==> src/hdl/qfr_pkg.sv <==
// Shared types, widths and codes for the quaternion-from-rotation-matrix block.
package qfr_pkg;

    // Number format of matrix entries and quaternion components
    localparam int DATA_WIDTH = 16;
    localparam int FRAC_BITS  = 14;
    localparam int LIMIT_W    = DATA_WIDTH - 1;
    localparam int LIMIT_SQ_W = 2 * LIMIT_W;

    // Front end: clamped root argument and numerator magnitudes
    localparam int ARG_W = DATA_WIDTH + 1;
    localparam int MAG_W = DATA_WIDTH + 1;

    // First root and divide
    localparam int SQ_IN_W   = ARG_W + FRAC_BITS + ((ARG_W + FRAC_BITS) % 2);
    localparam int SQ_W      = SQ_IN_W / 2;
    localparam int DEN_W     = SQ_W + 1;
    localparam int DIV1_N_W  = MAG_W + FRAC_BITS;
    // smallest nonzero divisor is 2 * 2^(FRAC_BITS/2)
    localparam int DIV1_Q_W  = DIV1_N_W - (FRAC_BITS / 2 + 1);
    localparam int COMP_W    = DIV1_Q_W;

    // Normalization
    localparam int NORM_W    = 31;
    localparam int SH_W      = $clog2(NORM_W);
    localparam int SSUM1_W   = 2 * COMP_W + 2;
    localparam int NSUM_W    = 2 * NORM_W + 2;
    localparam int NRM_W     = NSUM_W / 2;
    localparam int DIV2_N_W  = NORM_W + FRAC_BITS;
    localparam int DIV2_Q_W  = FRAC_BITS + 1;

    localparam logic signed [DATA_WIDTH-1:0] QUAT_ONE = DATA_WIDTH'(1) << FRAC_BITS;

    // Case codes
    localparam logic [1:0] CASE_TRACE = 2'd0;
    localparam logic [1:0] CASE_X     = 2'd1;
    localparam logic [1:0] CASE_Y     = 2'd2;
    localparam logic [1:0] CASE_Z     = 2'd3;

    typedef struct packed {
        logic signed [DATA_WIDTH-1:0] m00;
        logic signed [DATA_WIDTH-1:0] m01;
        logic signed [DATA_WIDTH-1:0] m02;
        logic signed [DATA_WIDTH-1:0] m10;
        logic signed [DATA_WIDTH-1:0] m11;
        logic signed [DATA_WIDTH-1:0] m12;
        logic signed [DATA_WIDTH-1:0] m20;
        logic signed [DATA_WIDTH-1:0] m21;
        logic signed [DATA_WIDTH-1:0] m22;
    } in_item_t;

    typedef struct packed {
        logic signed [DATA_WIDTH-1:0] quat_x;
        logic signed [DATA_WIDTH-1:0] quat_y;
        logic signed [DATA_WIDTH-1:0] quat_z;
        logic signed [DATA_WIDTH-1:0] quat_w;
        logic [1:0]                   case_taken;
        logic                         degenerate;
    } out_item_t;

    // Classified item: lanes hold the three non-dominant components in x,y,z,w order
    typedef struct packed {
        logic [1:0]            case_taken;
        logic [ARG_W-1:0]      arg;
        logic [2:0]            num_neg;
        logic [2:0][MAG_W-1:0] num_mag;
    } cls_item_t;

endpackage

==> src/hdl/qfr_fifo.sv <==
// Short queue of classified items between the front end and the arithmetic back end.
module qfr_fifo #(
    parameter int DEPTH = 4
) (
    input  logic                 clk,
    input  logic                 rst_n,
    input  logic                 push_valid,
    output logic                 push_ready,
    input  qfr_pkg::cls_item_t   push_item,
    output logic                 pop_valid,
    input  logic                 pop_ready,
    output qfr_pkg::cls_item_t   pop_item
);

    localparam int PTR_W = (DEPTH > 1) ? $clog2(DEPTH) : 1;
    localparam int CNT_W = $clog2(DEPTH + 1);

    qfr_pkg::cls_item_t mem [DEPTH];
    logic [PTR_W-1:0]   wr_ptr_reg, rd_ptr_reg, wr_ptr_next, rd_ptr_next;
    logic [CNT_W-1:0]   count_reg, count_next;
    logic               push_fire, pop_fire;

    assign push_ready = count_reg != CNT_W'(DEPTH);
    assign pop_valid  = count_reg != '0;
    assign pop_item   = mem[rd_ptr_reg];
    assign push_fire  = push_valid && push_ready;
    assign pop_fire   = pop_valid && pop_ready;

    // Pointer and count update
    always_comb
    begin
        wr_ptr_next = wr_ptr_reg;
        rd_ptr_next = rd_ptr_reg;
        count_next  = count_reg;
        if (push_fire)
            wr_ptr_next = (wr_ptr_reg == PTR_W'(DEPTH - 1)) ? '0 : wr_ptr_reg + PTR_W'(1);
        if (pop_fire)
            rd_ptr_next = (rd_ptr_reg == PTR_W'(DEPTH - 1)) ? '0 : rd_ptr_reg + PTR_W'(1);
        if (push_fire && !pop_fire)
            count_next = count_reg + CNT_W'(1);
        else if (pop_fire && !push_fire)
            count_next = count_reg - CNT_W'(1);
    end

    always_ff @(posedge clk or negedge rst_n)
    begin
        if (!rst_n)
        begin
            wr_ptr_reg <= '0;
            rd_ptr_reg <= '0;
            count_reg  <= '0;
        end
        else
        begin
            wr_ptr_reg <= wr_ptr_next;
            rd_ptr_reg <= rd_ptr_next;
            count_reg  <= count_next;
        end
    end

    // Storage
    always_ff @(posedge clk)
    begin
        if (push_fire)
            mem[wr_ptr_reg] <= push_item;
    end

    a_count_range: assert property (@(posedge clk) disable iff (!rst_n)
        count_reg <= CNT_W'(DEPTH))
        else $error("queue count beyond depth");

    a_count_up: assert property (@(posedge clk) disable iff (!rst_n)
        push_fire && !pop_fire |=> count_reg == $past(count_reg) + CNT_W'(1))
        else $error("queue count missed a push");

    a_count_down: assert property (@(posedge clk) disable iff (!rst_n)
        pop_fire && !push_fire |=> count_reg == $past(count_reg) - CNT_W'(1))
        else $error("queue count missed a pop");

endmodule

==> config.mk <==
export PLATFORM = sky130hd
export DESIGN_NAME = qfr_fifo
export DESIGN_NICKNAME = d
export VERILOG_FILES = /design/src/hdl/qfr_pkg.sv /design/src/hdl/qfr_fifo.sv
export SDC_FILE = /design/constraint.sdc
export NUM_CORES = 1
export LEC_CHECK = 0
export BUFFER_PORTS_ARGS = -buffer_cell sky130_fd_sc_hd__buf_2
export CAP_MARGIN = 20
export CORE_MARGIN = 2
export CORE_UTILIZATION = 50
export DETAILED_ROUTE_END_ITERATION = 7
export PLACE_DENSITY = 0.71
export SLEW_MARGIN = 25
export SYNTH_ARGS = -nofsm -noshare
export SYNTH_HDL_FRONTEND = slang
export SYNTH_SLANG_ARGS = --single-unit
==> constraint.sdc <==
create_clock -name clk -period 4.2 [get_ports clk]
set_clock_uncertainty 0.05 [all_clocks]
set_input_delay 0.42 -clock clk [delete_from_list [all_inputs] [get_ports clk]]
set_output_delay 0.42 -clock clk [all_outputs]
set_load 0.005 [all_outputs]
======== Word-level counts from Yosys, hierarchy flattened ========
Memories as Yosys holds them, arrays and structs flattened.
Index checks and enable logic that the tools add are counted.
operators by class
  reductions and logical operators ........ 8
  muxes and demuxes ....................... 6
  add/subtract/negate cells ............... 4
  equality and inequality tests ........... 3
operator list
  operator             number
  $mux 3               2
  $add 2x1->2 const B  2
  $eq 2x2->1 const B   2
  $logic_and 1x1->1    4
  $mux 2               2
  $add 3x1->3 const B  1
  $ne 3x3->1 const B   1
  $reduce_bool 3->1    1
  $sub 3x1->3 const B  1
  $logic_not 1->1      2
  $mux 1               2
  $reduce_bool 2->1    1
word-level totals
  RAM bits ................................ 292
  memories ................................ 1
  logic and storage cells ................. 25
  output and inout bits ................... 75
  flip-flop bits (word level) ............. 7
  input bits .............................. 77
memories
  name  words  bits a word  rd ports  clocked after Yosys merged registers in  write ports  line            source
  mem   4      73           1         0                                        1            qfr_fifo.sv:18  qfr_pkg::cls_item_t mem [DEPTH];

======== Depth between registers and ports, before layout ========
Gate-level depths: netlist of run 1.
  depth after elaboration ................. 6
  depth in mapped cells ................... 8
  mapped depth without buffers ............ 8

======== Least setup slack after synthesis of run 1 ========
OpenSTA, ideal clock, no wires.
  kind .................................... register to register
  start ................................... reg count_reg[0]
  end ..................................... mem mem[0][0] (netlist bit), enable pin
  setup slack ............................. 1.144 ns
  library setup time ...................... 0.439 ns
  clock period less this slack ............ 3.056 ns
  buffers on the path ..................... 0
  cell stages (with the launch flop) ...... 4
  data arrival time ....................... 2.567 ns
  required time ........................... 3.711 ns
  path through ............................ dfrtp_1 -> nor2_1 -> a21boi_1 -> and2_1
on the way
  word-level cells in the longest chain between the ends .. 4
ends and longest elaborated chain
  item                          line            source
  start, declared               qfr_fifo.sv:20  logic [CNT_W-1:0] count_reg, count_next;
  start signal, assigned        qfr_fifo.sv:57  count_reg <= count_next;
  $ne 3x3->1                    qfr_fifo.sv:23  assign push_ready = count_reg != CNT_W'(DEPTH);
  $logic_and 1x1->1             qfr_fifo.sv:26  assign push_fire = push_valid && push_ready;
  named net push_fire           qfr_fifo.sv:21  logic push_fire, pop_fire;
  $mux 1                        qfr_fifo.sv:64  if (push_fire)
  $mux 1 (implied by the code)  qfr_fifo.sv:65  mem[wr_ptr_reg] <= push_item;
  end, declared                 qfr_fifo.sv:18
The timed path passes the listed nets, and every way through them passes these cells.

==> flow_summary.ini, run 1 <==
[timing]
slew_headroom = 0.448
setup_violations = 0
rsz0062_at_grt = false
post-route-period-util = 0.730
maxSlewViolCount = 0
fin_setup_tns_ns = 0
hold_viol_final = 0
worstMarginPinSlew_ns = 0.828
setup_slack_ns = 1.13
fmax_mhz = 326
finalCriticalPeriod_ns = 3.07

[final_layout]
post-route-util = 0.603
layout-drive-gt1-share = 0.464
largest_register_ffs = 292
final_nets = 677
final_area_um2 = 13100
syn2layout_area_growth_pct = 19.4
fill_cells = 1493

[cts]
h-tree-depth = 1
numCtsBuffers = 29
root_buffer = clkbuf_16
cts_tree = yes
path_clk_slew_ns = 0.06
clock-sinks = 299
clock_path_buffers = 3
cts_resized = 0
clk_latency_ns = 0.52

[setup_path]
startpoint_type = flop
crit_slowest_cell = dfrtp_4
cp.required_ns = 3.73
slowest_delay_ns = 0.97
crit_chain = buf_4 -> mux4_2 -> buf_2
critPathMaxFanout = 41
arrival_ns = 2.60
path_class = flop to primary output
worst_setup_path_end_kind = primary output

[grt]
grt_max_degree = 42
use_met1 = 0.228
grt_pass1_vias = 5424
grt_antenna_before_repair = 3
grt_pass1_wl_mm = 30.4
grt-ovfl-total = 0
use_met3 = 0.0425
grt.busiest_layer = met2
met2_usage = 0.285
grt_usage = 0.169

[power]
power_w = 0.00911
power_density_nw_per_um2 = 696
peakVddDrop_v = 0.000411
p_leak_nw = 4.46

[synth]
synthDistinctLibCells = 18
muxShareOfSynthArea = 0.155
synth_top_area_share = 0.800
synth.avg_cell_area_um2 = 26.2
synth_top_family_by_area = multiplexers
synth_xor_area_frac = 0.00240
synthArstFlopShare = 0.0234
synth-compound-area-share = 0.000685
ys_seq_elements = 299
ys_top_cells_by_area = edfxtp_1 (80%), mux4_2 (15%), dfrtp_1 (1.6%)
synthAdderAreaFrac = 0.00868
yosysSeqAreaShare = 0.816
synth-edff-count = 292
synth_common_cells = edfxtp_1 (292), mux4_2 (73), buf_2 (7), dfrtp_1 (7)
yosysMostFrequentCell = edfxtp_1
synthFlopType = edfxtp_1
ys_warn_count = 0
postSynthCellCount = 418
synth_area_um2 = 11000
synth_largest_area_cell = edfxtp_1
synth_fp_nets = 502
yosys.area_share.simple = 0.00491

[placed_design]
gp_congestion = 0.698
place_hpwl_mm = 11.4
preCtsSetupSlack_ns = 1.61
port_buffers = 151
postPlaceCellArea_um2 = 12100

[route]
avgViaCountPerCell = 5.47
drc = 0
final_antenna_net_count = 0
dr.pass1.iters = 4
vias = 4893
drt_iter0_markers = 315
wl_mm = 19.1
wl_per_cell_um = 21.3

[job]
max_cap_violations = 0

[floorplan]
fp-row-count = 54
initial_core_util = 0.505
io_pins = 152
die_area_um2 = 23100
fp.dieW_um = 152
die_h_um = 152
core_um2 = 21700

[outcome]
outcome = completed

[hold_path]
hp-class = primary input to flop
cell families after synthesis:
family / Yosys count
compound gates: 1
xor+xnor: 3
fa+ha+maj: 7
buf+inv: 19
flops: 299
mux: 78
simple gates: 11
path summary, 6_finish.rpt:
| path | start | end | slack [ns] | cells after the start |
|---|---|---|---|---|
| max | rd_ptr_reg[0] | pop_item[15] | 1.13 | 3 |
| min | push_item[53] | mem[3][53] | 0.05 | 1 |
| max reg2reg | count_reg[0] | mem[1][50] | 1.77 | 4 |
| min reg2reg | count_reg[2] | count_reg[2] | 0.47 | 1 |
| max in group asynchronous | rst_n | rd_ptr_reg[1] | 3.70 | 2 |
| min in group asynchronous | rst_n | count_reg[2] | 0.22 | 2 |
where the power goes:
part	switching, W	internal [W]
Clock	0.00100	0.00151
Sequential	0.000330	0.00394
Combinational	0.00107	0.00126
critical path: cells and delay by family (launching register included):
family	cells	cell delay (ns)
muxes	1	0.54
DFF	1	0.97
buffers and inverters	2	0.54
repair_timing:
item | 4_1_cts | 5_1_grt
buffers inserted | 0 | 0
endpoints found under the hold margin | 7 | 0
hold buffers | 1 | 0
setup endpoints to repair | 0 | 0
routing by layer:
layer	up-vias	wire length, µm
met1	2559	7720
met3	30	1290
li1	2154	-
met4	4	314
met2	146	9760
met5	-	20
cell type report:
type,instances,area (µm²),area share
flip-flops and latches,299,8950,0.684
multi-input cells,100,1890,0.145
repair buffers,160,936,0.0715
clock buffers,35,748,0.0572
well taps,280,350,0.0268
clock inverters,17,190,0.0145
inverters,3,11.3,0.000861
diodes,1,2.50,0.000191
stage by stage:
step | hold WS [ns] | std cells
floorplan | 0.0744 | 418
finish | 0.0550 | 895
CTS | 0.0329 | 894
detailed placement | 0.213 | 841
global route | 0.0374 | 894
global placement | 0.203 | 835
layout by cell type (no fill, tap or decap), types with 2 or more instances in the layout:
cell        synthesis  routed
ha_1                6       6
mux2_2              5       5
nand2_1             2       2
clkinv_2            0       5
clkbuf_16           0      29
clkinv_1            0       4
edfxtp_1          292     292
buf_2               7     151
xor2_1              2       2
clkbuf_1            1       6
and2_4              0       4
buf_16              0       3
bufinv_16           0       4
buf_12              0       4
inv_1               3       3
dfrtp_4             0       2
clkinvlp_4          0       4
mux4_2             73      73
dfrtp_1             7       5
nor2_1              4       4
(Power assumes the default switching activity.)
==> inputs of run 2 (changes only) <==
==> constraint.sdc (replaced) <==
create_clock -name clk -period 2.9 [get_ports clk]
set_clock_uncertainty 0.05 [all_clocks]
set_input_delay 0.29 -clock clk [delete_from_list [all_inputs] [get_ports clk]]
set_output_delay 0.29 -clock clk [all_outputs]
set_load 0.005 [all_outputs]
==> run 2 against run 1 <==
Net effect:
- count of clock-buffer cells in the layout grew 9
- global-route usage up 0.61 points
- critical path type unchanged
- die area stayed put
- worst hold slack better by 0.029 ns
- flip-flop and latch count did not move
- non-clock buffer count is 82 higher
- cell count is 8.9% higher
- highest routed layer is now met4
- setup slack lost 0.86 ns
- first-iteration DRC count shrank 5.1%
- routed wire length rose by 4.8%
- final area grew 5.3%
- utilization is 3.2 points higher
==> flow_summary.ini, run 2 (synthesized netlist as in run 1, its figures left out) <==
[outcome]
outcome = completed

[cts]
h-tree-depth = 1
clock-sinks = 299
path_clk_slew_ns = 0.06
cts_tree = yes
root_buffer = clkbuf_16
cts_setup_buffers = 0
cts_resized = 0
clk_latency_ns = 0.52
clock_path_buffers = 3
numCtsBuffers = 29

[grt]
grt_antenna_before_repair = 1
grt_pass1_wl_mm = 31.7
grt_usage = 0.176
grt-ovfl-total = 0
grt_pass1_vias = 5709
grt_max_degree = 39

[timing]
fmax_mhz = 381
slew_headroom = 0.636
fin_setup_tns_ns = 0
worstMarginPinSlew_ns = 0.544
post-route-period-util = 0.905
maxSlewViolCount = 0
setup_slack_ns = 0.277
setup_violations = 0
rsz0062_at_grt = false
finalCriticalPeriod_ns = 2.62
hold_viol_final = 0

[final_layout]
fill_cells = 1452
layout_commonest_cell = edfxtp_1
final_cell_count_no_fill = 975
layout-drive-gt1-share = 0.418
layout_common_cells = edfxtp_1 (292), buf_2 (151), dlygate4sd3_1 (74)
largest_register_ffs = 292
syn2layout_area_growth_pct = 25.7
final_nets = 759

[floorplan]
io_pins = 152
die_h_um = 152
die_area_um2 = 23100
core_um2 = 21700
fp-row-count = 54
fp.dieW_um = 152
initial_core_util = 0.505

[job]
max_cap_violations = 0

[placed_design]
gp_congestion = 0.696
place_hpwl_mm = 12.0
preCtsSetupSlack_ns = 0.622
dp.cells = 850
port_buffers = 151

[power]
peakVddDrop_v = 0.000557
p_leak_nw = 4.78
power_density_nw_per_um2 = 952

[setup_path]
crit_slowest_cell = dfrtp_4
regToRegSetupSlack_ns = 0.60
cp.required_ns = 2.56
crit_chain = buf_12 -> mux4_2 -> buf_2
startpoint_type = flop
worst_setup_path_end_kind = primary output
slowest_delay_ns = 0.66
critPathMaxFanout = 38
arrival_ns = 2.28
path_class = flop to primary output

[route]
vias = 5187
final_antenna_net_count = 0
wl_mm = 20.0
avgViaCountPerCell = 5.32
drt_iter0_markers = 299
drc = 0
dr.pass1.iters = 6
wl_per_cell_um = 20.5

[hold_path]
hp-class = primary input to asynchronous set/reset pin
run 2: cell types whose count changed in the layout (fill, tap and decap cells not counted), sizes merged:
cell and delta:
clkinv -4, clkbuf +9, dlygate4sd3 +73, buf +9, clkinvlp -4, bufinv -3
run 2: area by class of cell:
class,count,area [µm²],area share
clock inverters,6,58.8,0.00427
clock buffers,44,812,0.0589
repair buffers,242,1700,0.123
well taps,280,350,0.0254
inverters,3,11.3,0.000817
multi-input cells,100,1890,0.137
diodes,1,2.50,0.000182
flip-flops and latches,299,8950,0.650
run 2: power by group:
group | total, W | leakage [nW] | internal, W | switching, W
Combinational | 0.00359 | 1.60 | 0.00190 | 0.00170
Clock | 0.00344 | 0.427 | 0.00200 | 0.00144
Sequential | 0.00609 | 2.75 | 0.00571 | 0.000378
run 2: worst paths after layout:
check | to | from | cells after the start
worst max-delay path | pop_item[4] | rd_ptr_reg[0] | 3
max in group asynchronous | rd_ptr_reg[0] | rst_n | 2
min in group clk | rd_ptr_reg[0] | pop_ready | 3
worst min-delay path | count_reg[0] | rst_n | 2
worst min register to register | count_reg[2] | count_reg[2] | 1
worst max register to register | count_reg[2] | count_reg[0] | 8
run 2: metal layers:
layer / track usage / routed length (µm) / vias up / share of wire
met2: 0.293 / 10100 / 175 / 0.50
met3: 0.0362 / 1200 / 24 / 0.060
met4: 0.0409 / 286 / 0 / 0.014
li1: - / - / 2311 / -
met1: 0.243 / 8450 / 2677 / 0.42
met5: 0 / 0 / - / 0
run 2: repair_timing:
item / 4_1_cts / 5_1_grt
setup endpoints to repair: 0 / 0
hold buffers: 74 / 0
endpoints found under the hold margin: 299 / 0
run 2: critical path, delay by kind of cell, from the launching register on:
family / cells / cell delay, ns
buf+inv: 2 / 0.51
mux: 1 / 0.58
flops: 1 / 0.66
run 2: through the flow:
stage | power, W | cell area, µm² | hold slack (ns) | util
after floorplan | 0.00827 | 11000 | -0.0556 | -
after global placement | 0.00967 | 12200 | 0.0900 | 0.561
after detailed placement | 0.00979 | 12200 | 0.0919 | 0.561
after CTS | 0.0133 | 13800 | 0.0649 | 0.635
after global routing | 0.0138 | 13800 | 0.0703 | 0.635
final | 0.0131 | 13800 | 0.0840 | 0.635
