--- src/hdl/qfr_pkg.sv ---
// Shared types, widths and codes for the quaternion-from-rotation-matrix block.
package qfr_pkg;

    // Number format of matrix entries and quaternion components
    localparam int DATA_WIDTH = 16;
    localparam int FRAC_BITS  = 14;
    localparam int LIMIT_W    = DATA_WIDTH - 1;
    localparam int LIMIT_SQ_W = 2 * LIMIT_W;

    // Front end: clamped root argument and numerator magnitudes
    localparam int ARG_W = DATA_WIDTH + 1;
    localparam int MAG_W = DATA_WIDTH + 1;

    // First root and divide
    localparam int SQ_IN_W   = ARG_W + FRAC_BITS + ((ARG_W + FRAC_BITS) % 2);
    localparam int SQ_W      = SQ_IN_W / 2;
    localparam int DEN_W     = SQ_W + 1;
    localparam int DIV1_N_W  = MAG_W + FRAC_BITS;
    // smallest nonzero divisor is 2 * 2^(FRAC_BITS/2)
    localparam int DIV1_Q_W  = DIV1_N_W - (FRAC_BITS / 2 + 1);
    localparam int COMP_W    = DIV1_Q_W;

    // Normalization
    localparam int NORM_W    = 31;
    localparam int SH_W      = $clog2(NORM_W);
    localparam int SSUM1_W   = 2 * COMP_W + 2;
    localparam int NSUM_W    = 2 * NORM_W + 2;
    localparam int NRM_W     = NSUM_W / 2;
    localparam int DIV2_N_W  = NORM_W + FRAC_BITS;
    localparam int DIV2_Q_W  = FRAC_BITS + 1;

    localparam logic signed [DATA_WIDTH-1:0] QUAT_ONE = DATA_WIDTH'(1) << FRAC_BITS;

    // Case codes
    localparam logic [1:0] CASE_TRACE = 2'd0;
    localparam logic [1:0] CASE_X     = 2'd1;
    localparam logic [1:0] CASE_Y     = 2'd2;
    localparam logic [1:0] CASE_Z     = 2'd3;

    typedef struct packed {
        logic signed [DATA_WIDTH-1:0] m00;
        logic signed [DATA_WIDTH-1:0] m01;
        logic signed [DATA_WIDTH-1:0] m02;
        logic signed [DATA_WIDTH-1:0] m10;
        logic signed [DATA_WIDTH-1:0] m11;
        logic signed [DATA_WIDTH-1:0] m12;
        logic signed [DATA_WIDTH-1:0] m20;
        logic signed [DATA_WIDTH-1:0] m21;
        logic signed [DATA_WIDTH-1:0] m22;
    } in_item_t;

    typedef struct packed {
        logic signed [DATA_WIDTH-1:0] quat_x;
        logic signed [DATA_WIDTH-1:0] quat_y;
        logic signed [DATA_WIDTH-1:0] quat_z;
        logic signed [DATA_WIDTH-1:0] quat_w;
        logic [1:0]                   case_taken;
        logic                         degenerate;
    } out_item_t;

    // Classified item: lanes hold the three non-dominant components in x,y,z,w order
    typedef struct packed {
        logic [1:0]            case_taken;
        logic [ARG_W-1:0]      arg;
        logic [2:0]            num_neg;
        logic [2:0][MAG_W-1:0] num_mag;
    } cls_item_t;

endpackage

--- src/hdl/qfr_front.sv ---
// Front end: picks the Shepperd case, the root argument and the three numerators.
module qfr_front (
    input  logic                 clk,
    input  logic                 rst_n,
    input  logic                 in_valid,
    output logic                 in_ready,
    input  qfr_pkg::in_item_t    in_item,
    output logic                 out_valid,
    input  logic                 out_ready,
    output qfr_pkg::cls_item_t   out_item
);

    localparam int EW = qfr_pkg::DATA_WIDTH + 2;
    localparam int PW = qfr_pkg::DATA_WIDTH + 1;
    localparam logic signed [EW-1:0] ARG_ONE = EW'(qfr_pkg::QUAT_ONE);

    function automatic logic [qfr_pkg::MAG_W-1:0] mag_of(input logic signed [PW-1:0] v);
        return v[PW-1] ? qfr_pkg::MAG_W'(-v) : qfr_pkg::MAG_W'(v);
    endfunction

    logic signed [EW-1:0] d00, d11, d22, t_sum, arg_s;
    logic signed [PW-1:0] dx, dy, dz, pxy, pxz, pyz;
    logic signed [PW-1:0] n0, n1, n2;
    logic [1:0]           cs;
    qfr_pkg::cls_item_t   item_next;
    logic                 valid_reg;
    qfr_pkg::cls_item_t   item_reg;

    // Trace, diagonal sums and the six off-diagonal combinations
    assign d00   = EW'(in_item.m00);
    assign d11   = EW'(in_item.m11);
    assign d22   = EW'(in_item.m22);
    assign t_sum = d00 + d11 + d22;
    assign dx    = PW'(in_item.m21) - PW'(in_item.m12);
    assign dy    = PW'(in_item.m02) - PW'(in_item.m20);
    assign dz    = PW'(in_item.m10) - PW'(in_item.m01);
    assign pxy   = PW'(in_item.m01) + PW'(in_item.m10);
    assign pxz   = PW'(in_item.m02) + PW'(in_item.m20);
    assign pyz   = PW'(in_item.m12) + PW'(in_item.m21);

    // Case select
    always_comb
    begin
        if (t_sum > 0)
            cs = qfr_pkg::CASE_TRACE;
        else if (d00 > d11 && d00 > d22)
            cs = qfr_pkg::CASE_X;
        else if (d11 > d22)
            cs = qfr_pkg::CASE_Y;
        else
            cs = qfr_pkg::CASE_Z;
    end

    // Root argument and numerators per case
    always_comb
    begin
        case (cs)
            qfr_pkg::CASE_TRACE:
            begin
                arg_s = ARG_ONE + t_sum;
                n0 = dx; n1 = dy; n2 = dz;
            end
            qfr_pkg::CASE_X:
            begin
                arg_s = ARG_ONE + d00 - d11 - d22;
                n0 = pxy; n1 = pxz; n2 = dx;
            end
            qfr_pkg::CASE_Y:
            begin
                arg_s = ARG_ONE + d11 - d00 - d22;
                n0 = pxy; n1 = pyz; n2 = dy;
            end
            default:
            begin
                arg_s = ARG_ONE + d22 - d00 - d11;
                n0 = pxz; n1 = pyz; n2 = dz;
            end
        endcase
    end

    always_comb
    begin
        item_next.case_taken = cs;
        // negative argument from a non-orthogonal matrix clamps to zero
        item_next.arg        = arg_s[EW-1] ? '0 : arg_s[qfr_pkg::ARG_W-1:0];
        item_next.num_neg    = {n2[PW-1], n1[PW-1], n0[PW-1]};
        item_next.num_mag[0] = mag_of(n0);
        item_next.num_mag[1] = mag_of(n1);
        item_next.num_mag[2] = mag_of(n2);
    end

    assign in_ready  = !valid_reg || out_ready;
    assign out_valid = valid_reg;
    assign out_item  = item_reg;

    // Output register
    always_ff @(posedge clk or negedge rst_n)
    begin
        if (!rst_n)
            valid_reg <= 1'b0;
        else if (in_ready)
            valid_reg <= in_valid;
    end

    always_ff @(posedge clk)
    begin
        if (in_valid && in_ready)
            item_reg <= item_next;
    end

endmodule

--- config.mk ---
export PLATFORM = sky130hd
export DESIGN_NAME = qfr_front
export DESIGN_NICKNAME = d
export VERILOG_FILES = /design/src/hdl/qfr_pkg.sv /design/src/hdl/qfr_front.sv
export SDC_FILE = /design/constraint.sdc
export NUM_CORES = 1
export LEC_CHECK = 0
export BUFFER_PORTS_ARGS = -buffer_cell sky130_fd_sc_hd__clkbuf_2
export CAP_MARGIN = 40
export CORE_MARGIN = 1.5
export CORE_UTILIZATION = 35
export CTS_BUF_LIST = sky130_fd_sc_hd__clkbuf_16
export CTS_CLUSTER_DIAMETER = 40
export DETAILED_ROUTE_END_ITERATION = 10
export SLEW_MARGIN = 20
export SYNTH_ARGS = -nofsm -noshare
export SYNTH_HDL_FRONTEND = slang
export SYNTH_SLANG_ARGS = --single-unit
export TNS_END_PERCENT = 10
--- constraint.sdc ---
create_clock -name clk -period 2.9 [get_ports clk]
set_clock_uncertainty 0.05 [all_clocks]
set_input_delay 0.58 -clock clk [delete_from_list [all_inputs] [get_ports clk]]
set_output_delay 0.58 -clock clk [all_outputs]
set_load 0.02 [all_outputs]
# ---- After elaboration in Yosys (flattened, before gate mapping)
# Cells that the tools add are included.
dict set report totals {
  reg_bits 74
  input_bits 148
  out_inout_bits 75
  wordCells 53
}
dict set report classes {
  addsub 21
  n_lt_le_gt_ge 4
  eq_ne 2
  muxes 10
  n_reduce_logical 6
}
# operator n
set ops {}
lappend ops {{$pmux 17 s2} 3}
lappend ops {{$add 16x16->17} 4}
lappend ops {{$pmux 18 s3} 1}
lappend ops {{$sub 17x16->18} 3}
lappend ops {{$sub 18x16->18} 3}
lappend ops {{$add 16x16->17 const A} 3}
lappend ops {{$neg 17->17} 3}
lappend ops {{$sub 16x16->17} 3}
lappend ops {{$gt 16x16->1} 3}
lappend ops {{$mux 16} 3}
lappend ops {{$add 16x18->18 const A} 1}
lappend ops {{$add 17x16->18} 1}
lappend ops {{$gt 18x1->1 const B} 1}
lappend ops {{$mux 2} 2}
lappend ops {{$eq 2x1->1 const B} 1}
lappend ops {{$eq 2x2->1 const B} 1}
lappend ops {{$logic_and 1x1->1} 2}
lappend ops {{$logic_not 2->1} 1}
lappend ops {{$reduce_or 2->1} 1}
lappend ops {{$logic_not 1->1} 1}
lappend ops {{$logic_or 1x1->1} 1}
lappend ops {{$mux 1} 1}

# ---- Logic depth before layout (Yosys ltp)
# Gate-level depths: netlist of run 1.
dict set report depth {
  ltp_word 9
  mapped_depth 35
  mapped_depth_nobuf 33
}

# ---- Worst setup path after synthesis of run 1
# OpenSTA, ideal clock, no wires.
dict set report synth_timing {
  path_kind {input to register}
  start {input port in_item[3] (netlist bit)}
  end {register item_reg (netlist bit out_item[16]), data pin}
  setup_ns 0.169
  arrival_ns 6.736
  t_required_ns 2.681
  path_slack_ns -4.055
  cell_stages 32
  path_buffers 3
  path_cell_list {inv_1 fa_1 inv_1 ha_1 o21ai_0 o21ai_1 and2_1 a211oi_1 o21ba_2 xor2_2 ha_1 nand4bb_1 nor2_1 o21ai_0 nor4_1 o221ai_1 nor4_1 o21a_1 buf_2 inv_1 ha_1 inv_1 buf_1 buf_2 o221ai_1 o21ai_0 ha_1 nor3b_1 and3b_1 nand3_1 or4_1 nor4b_2}
}
dict set report synth_between {
  elab_chain_cells 8
  word_cells_on_any_way 14
  classes_between {add/sub: 2; order compare: 3; eq/ne: 2; mux: 4; reduce/logical: 3}
}
# item line
set synth_rtl {}
lappend synth_rtl {{from (decl)} qfr_front.sv:7} ;# input qfr_pkg::in_item_t in_item,
lappend synth_rtl {{branches (longest 3 deep; another with $add 17x16->18)} --}
lappend synth_rtl {{$mux 2 (*)} qfr_front.sv:44} ;# if (t_sum > 0)
lappend synth_rtl {{$eq 2x2->1 or $eq 2x1->1 (tied branches)} qfr_front.sv:57} ;# case (cs)
lappend synth_rtl {{$reduce_or 2->1 (no line)} --}
lappend synth_rtl {{$pmux 17 s2 (*)} qfr_front.sv:57}
lappend synth_rtl {{$neg 17->17} qfr_front.sv:18} ;# return v[PW-1] ? qfr_pkg::MAG_W'(-v) : qfr_pkg::MAG_W'(v);
lappend synth_rtl {{to (signal assigned)} qfr_front.sv:108} ;# item_reg <= item_next;
lappend synth_rtl {{to (decl)} qfr_front.sv:27} ;# qfr_pkg::cls_item_t item_reg;
# Mark *: on every way between the ends.
# A chain may end at the register's enable or synchronous reset.

==> results by group, run 1 <==
Outcome
  • Status: finished, violations left
  • Violated checks: setup timing

Synth
  • Yosys warnings: 0
  • Top-count cell post-synth: ha_1
  • #FFs+latches synth: 74
  • Netlist cell types: 111
  • Top post-synthesis cells by area: ha_1 23%, edfxtp_1 13%, fa_1 9.0%, xnor2_1 6.4%, inv_1 4.8%
  • Area fraction of the dominant cell type after synthesis: 23.2%
  • Post-synth ARST share: 1.35%
  • Seq/Total Area, Yosys: 13.5%
  • Cell Area, Synth: 16,400 µm²
  • Synth Net Count: 2,440
  • Synth area leader: ha_1
  • Leading cell types by count after synthesis: 304 x ha_1, 210 x inv_1, 143 x nor2_1, 127 x a21oi_1, 119 x xnor2_1
  • Top_reg_cell synth: edfxtp_1
  • Post-synth EDFFs: 73
  • Synthesized instance count: 1,914
  • Syn_area_per_cell: 8.57 µm²

Global routing
  • Grt ovf: 0
  • Vias in the first global route: 18,003
  • Global Route met2 Usage: 46.7%
  • First-pass GRT wire length: 97,000 µm
  • Largest net degree at the start of global routing: 45
  • Layer carrying the most global-route usage: met2
  • Antenna violations before repair: 1
  • GRT Util Overall: 25.9%
  • Met1 Usage GRT: 32.4%
  • Grt met3 use: 2.07%

Critical path
  • CP Data Required Time: 2960 ps
  • Arrival @ worst endpoint: 6430 ps
  • CP Class: in -> reg
  • Crit end category: register
  • Worst setup SP type: primary input
  • Slowest library cell on the worst path: fa_1
  • Slowest stage delay, CP: 490 ps
  • Buffers & Inverters on Critical Path: 3
  • Crit-path leading delay family: compound AO/OA/AOI/OAI gates
  • Crit-path max FO: 7

Floorplanning
  • Top Ports: 223
  • Row Count: 79
  • Core outline area: 46,400 µm²
  • Die Wd: 219 µm
  • Initial Util: 35.4%
  • Die Footprint: 48,200 µm²
  • Die H: 219 µm

Final layout
  • Final Non-Filler Cells: 3,439
  • P&R area growth vs syn: 51.7%
  • Layout Nets: 3,353
  • # diodes: 0
  • Share of layout cells above drive strength 1: 41.3%

Placed design
  • Placed insts: 3,391
  • Setup WS pre-CTS: -3980 ps
  • GP Congestion: 0.974
  • IO Port Bufs: 222
  • Hpwl dp: 54,500 µm

Timing
  • Fmax: 0.157 GHz
  • Final period util: 220%
  • Hold violation total from the final report: 0
  • Setup violations, final: 73
  • Final min period: 6370 ps
  • Final setup margin: -3470 ps
  • RSZ-0062 raised after global routing: yes
  • Fin. max-slew vios: 0
  • Slew margin rel.: 45.4%
  • Slew @ Worst Pin: 807 ps

Power and ir drop
  • Clock power share: 7.3%
  • Switching share of power: 45.7%
  • Comb pwr share: 79.7%
  • Register share of total power: 13.0%
  • Switching pwr: 6.87 mW
  • Internal power: 8.16 mW
  • Cell leakage power: 12.2 nW
  • Peak VDD IR: 0.342 mV
  • Cell area power density: 604 nW/µm²

Route
  • Number of remaining DRC errors: 0
  • Vias per cell: 5.18
  • WL final: 63,300 µm
  • Pre-Repair DR Iteration Count: 5
  • DR vias: 17,799
  • Avg WL per Cell: 18.4 µm
  • ANT nets after route: 0
  • Starting DRT DRC Count: 1,069

CTS
  • CTS tree: done
  • CTS Buf Count: 9
  • Worst-Skew Late Latency: 350 ps
  • CTS H-tree lvls: 3
  • CTS sink count: 74
  • Maximum root-to-sink buffer count: 2
  • Clock-pin slew on the worst setup and hold paths: 60 ps
  • Root Driver: clkbuf_16

Run
  • Max-Cap Viols: 0

Worst hold path
  • Worst hold path class: in -> reg
flip-flops by register name (all words and copies together) (netlist names):
signal and flops:
out_item 73, out_valid 1
path summary, 6_finish.rpt:
kind	cells past startpoint	slack, ps	to	start
min in group asynchronous	2	490	out_valid	rst_n
min reg2reg	2	490	out_valid	out_valid
max in group asynchronous	2	2230	out_valid	rst_n
max reg2reg	3	1380	out_item[38]	out_valid
max	32	-3470	out_item[49]	in_item[1]
min	2	380	out_valid	in_valid
power by group through the flow:
stage               Clock (mW)  Combinational [mW]  Sequential (mW)
floorplan                    0                5.51             2.35
global placement             0                10.7             1.98
detailed placement           0                10.8             1.99
CTS                       1.12                11.5             1.97
global route              1.16                12.8             1.98
finish                    1.10                12.0             1.96
metrics by stage:
stage / area (µm²) / hold WS (ps) / setup TNS, ps / utilization, % / power (mW)
floorplan: 16800 / 234 / -220380 / - / 7.86
global placement: 23700 / 305 / -254880 / 51.1 / 12.7
detailed placement: 23700 / 308 / -259040 / 51.1 / 12.8
CTS: 24600 / 363 / -211540 / 53.0 / 14.6
global route: 24900 / 379 / -237920 / 53.7 / 16.0
finish: 24900 / 375 / -219390 / 53.7 / 15.0
logic make-up after synthesis:
group | synth area share, %
AOI/OAI and AO/OA | 23.0
xor gates and xnor gates | 8.59
adders and majority gates | 32.2
buffers and inverters | 6.80
DFF | 13.5
muxes | 1.30
and+or+nand+nor | 14.6
area by class of cell:
type | count | area, µm²
Tap cell | 607 | 759
Clock buffer | 9 | 225
Multi-Input combinational cell | 1559 | 13800
Sequential cell | 74 | 2220
Timing Repair Buffer | 968 | 6950
Fill cell | 4259 | 21500
Inverter | 215 | 833
Clock inverter | 7 | 46.3
metal layers:
metal  share of wire (%)  routed length [µm]
met5               0.021                  13
met3                 4.1                2570
met2                  50               31800
met1                  43               27100
met4                 2.9                1830
placed cells by master, fill, tap and decap left out, types with 11 or more instances in the layout:
master    Yosys  final
clkbuf_2      0    220
a31oi_1      19     17
inv_1       210    201
mux2i_1      11     11
nor2b_1      29     26
a22oi_1      13     13
o21ai_1      17     20
o21ai_0      81     67
buf_6         3     14
and3_1       12     12
a21oi_1     127    113
nand2_1      87     83
nand2b_1     29     29
a211oi_1     21     16
xnor2_1     119    113
a221oi_2      3     13
fa_1         74     72
edfxtp_1     73     73
xor2_1       40     40
a21oi_2       0     14
o21a_1       26     25
buf_4         4    719
o21bai_1     20     20
nor4_1       13     11
ha_1        304    292
a21o_1       28     28
nor3_1       53     50
a221oi_1     31     20
nand3_1      26     22
nor2_1      143    134
o21ai_2       4     14
timing repair:
| action | CTS | global route |
|---|---|---|
| buffers inserted | 24 | 6 |
| hold buffers | 1 | 0 |
| gates cloned | 1 | 0 |
| endpoints found under the setup margin | 73 | 73 |
| hold endpoints to repair | 1 | 0 |
| gates resized for setup | 84 | 56 |
| pin swaps | 40 | 16 |
Power figures use the tool's default switching activity.
==> inputs of run 2 (changes only) <==
- CORE_MARGIN: 1.5 -> not set
- GPL_ROUTABILITY_DRIVEN: not set -> 0
- clock period: 2.9 -> 5.7 ns (I/O delays scaled with it)
==> run 2 against run 1 <==
Net effect:
- the flow still finishes with violations (setup timing)
- routed wire length fell by 8.3%
- non-clock buffer count fell by 398
- global-route usage fell by 1.9 points
- final area fell by 12%
==> results by group, run 2 (synthesized netlist as in run 1, its figures left out) <==
Floorplanning
  • Core outline area: 45,800 µm²
  • Top Ports: 223
  • Initial Util: 35.8%
  • Die Footprint: 47,700 µm²
  • Row Count: 78
  • Die H: 218 µm
  • Die Wd: 218 µm

Critical path
  • R2R Setup Slk: 3680 ps
  • CP Class: in -> reg
  • Arrival @ worst endpoint: 6880 ps
  • Crit end category: register
  • Crit-path max FO: 6
  • Slowest stage delay, CP: 470 ps
  • Worst setup SP type: primary input
  • Slowest library cell on the worst path: fa_1
  • CP Data Required Time: 5770 ps

CTS
  • Clock-pin slew on the worst setup and hold paths: 60 ps
  • Root Driver: clkbuf_16
  • CTS H-tree lvls: 3
  • Hold-fix buffers, CTS: 0
  • Worst-Skew Late Latency: 370 ps
  • CTS Buf Count: 9
  • Maximum root-to-sink buffer count: 2
  • CTS sink count: 74
  • CTS tree: done

Route
  • Pre-Repair DR Iteration Count: 6
  • WL final: 58,100 µm
  • DR vias: 16,334
  • Number of remaining DRC errors: 0
  • Avg WL per Cell: 19.1 µm
  • Starting DRT DRC Count: 1,216
  • Vias per cell: 5.38
  • ANT nets after route: 0

Power and ir drop
  • Cell leakage power: 10.2 nW
  • Comb pwr share: 76.8%
  • Total Power: 7.10 mW
  • Switching share of power: 47.1%
  • Internal power: 3.75 mW
  • Cell area power density: 325 nW/µm²
  • Peak VDD IR: 0.147 mV
  • Register share of total power: 14.1%
  • Switching pwr: 3.35 mW
  • Clock power share: 9.0%

Timing
  • Hold_ws: 483 ps
  • Slew margin rel.: 51.4%
  • Final period util: 119%
  • Final min period: 6810 ps
  • Hold violation total from the final report: 0
  • RSZ-0062 raised after global routing: yes
  • Slew @ Worst Pin: 722 ps
  • Fmax: 0.147 GHz
  • Setup violations, final: 68
  • Setup TNS Final: -38,860 ps
  • Final setup margin: -1110 ps
  • Fin. max-slew vios: 0

Final layout
  • Max reg flops: 73
  • Final Non-Filler Cells: 3,034
  • Share of layout cells above drive strength 1: 31.8%
  • # diodes: 0
  • Layout Nets: 2,955
  • Most common cell after layout, fill and taps aside: buf_4
  • Fin area: 21,800 µm²
  • Most frequent cells in the layout: 330 x buf_4, 290 x ha_1, 221 x clkbuf_2
  • Final core utilization: 47.7%
  • Layout filler cell count: 4,357
  • P&R area growth vs syn: 33.2%

Global routing
  • Largest net degree at the start of global routing: 45
  • Grt ovf: 0
  • Antenna violations before repair: 1
  • Vias in the first global route: 16,071
  • GRT Util Overall: 24.0%
  • First-pass GRT wire length: 88,500 µm

Placed design
  • IO Port Bufs: 222
  • Placed inst area: 20,800 µm²
  • Placed insts: 3,004
  • Setup WS pre-CTS: -1670 ps
  • Hpwl dp: 49,000 µm

Run
  • Max-Cap Viols: 0

Worst hold path
  • Worst hold path class: in -> async

Outcome
  • Status: finished, violations left
  • Violated checks: setup timing
==> run 2: cell types whose count changed in the layout (fill, tap and decap cells not counted), moves of 5 or more <==
| cell | delta |
|---|---|
| a221oi_1 | -5 |
| buf_4 | -389 |
| xnor2_1 | +5 |
| xnor2_2 | -5 |
==> run 2: critical path: cells and delay by family <==
family / cells / cell delay [ps]
buffers and inverters: 4 / 400
AO/OA/AOI/OAI: 11 / 1820
XOR/XNOR: 2 / 220
adder cells (fa/ha/maj): 5 / 1520
AND/OR/NAND/NOR: 11 / 1760
==> run 2: final timing paths <==
path	start	depth (start not counted)	to
worst max-delay path	in_item[1]	33	out_item[49]
worst min-delay path	rst_n	1	out_valid
worst max register to register	out_valid	3	out_item[56]
worst min register to register	out_valid	2	out_valid
max in group asynchronous	rst_n	1	out_valid
min in group clk	out_valid	2	out_valid
==> run 2: final cells by class <==
class,instances,area [µm²],area share (%)
well taps,600,751,3.44
clock buffers,9,225,1.03
multi-input cells,1559,13900,63.5
inverters,215,831,3.80
repair buffers,570,3860,17.7
clock inverters,7,85.1,0.389
flip-flops and latches,74,2220,10.1
==> run 2: timing repair <==
| item | 4_1_cts | 5_1_grt |
|---|---|---|
| resized for setup | 86 | 49 |
| pin swaps | 29 | 19 |
| endpoints found under the setup margin | 70 | 71 |
| cloned | 0 | 0 |
| hold endpoints to repair | 0 | 0 |
| setup buffers | 11 | 4 |
==> run 2: power groups by stage <==
stage          logic [mW]  clock network, mW  registers [mW]
2_1_floorplan        2.77                  0            1.20
3_3_place_gp         4.86                  0            1.02
3_5_place_dp         4.92                  0            1.02
4_1_cts              5.26              0.658            1.01
5_1_grt              5.85              0.676            1.02
6_report             5.45              0.642            1.00
==> run 2: routing by layer <==
metal	global-route usage [%]	vias up	wire, µm
met4	7.58	2	1670
li1	-	7826	-
met5	0	-	13
met3	2.74	92	3310
met2	41.5	586	28100
met1	31.0	7828	25000
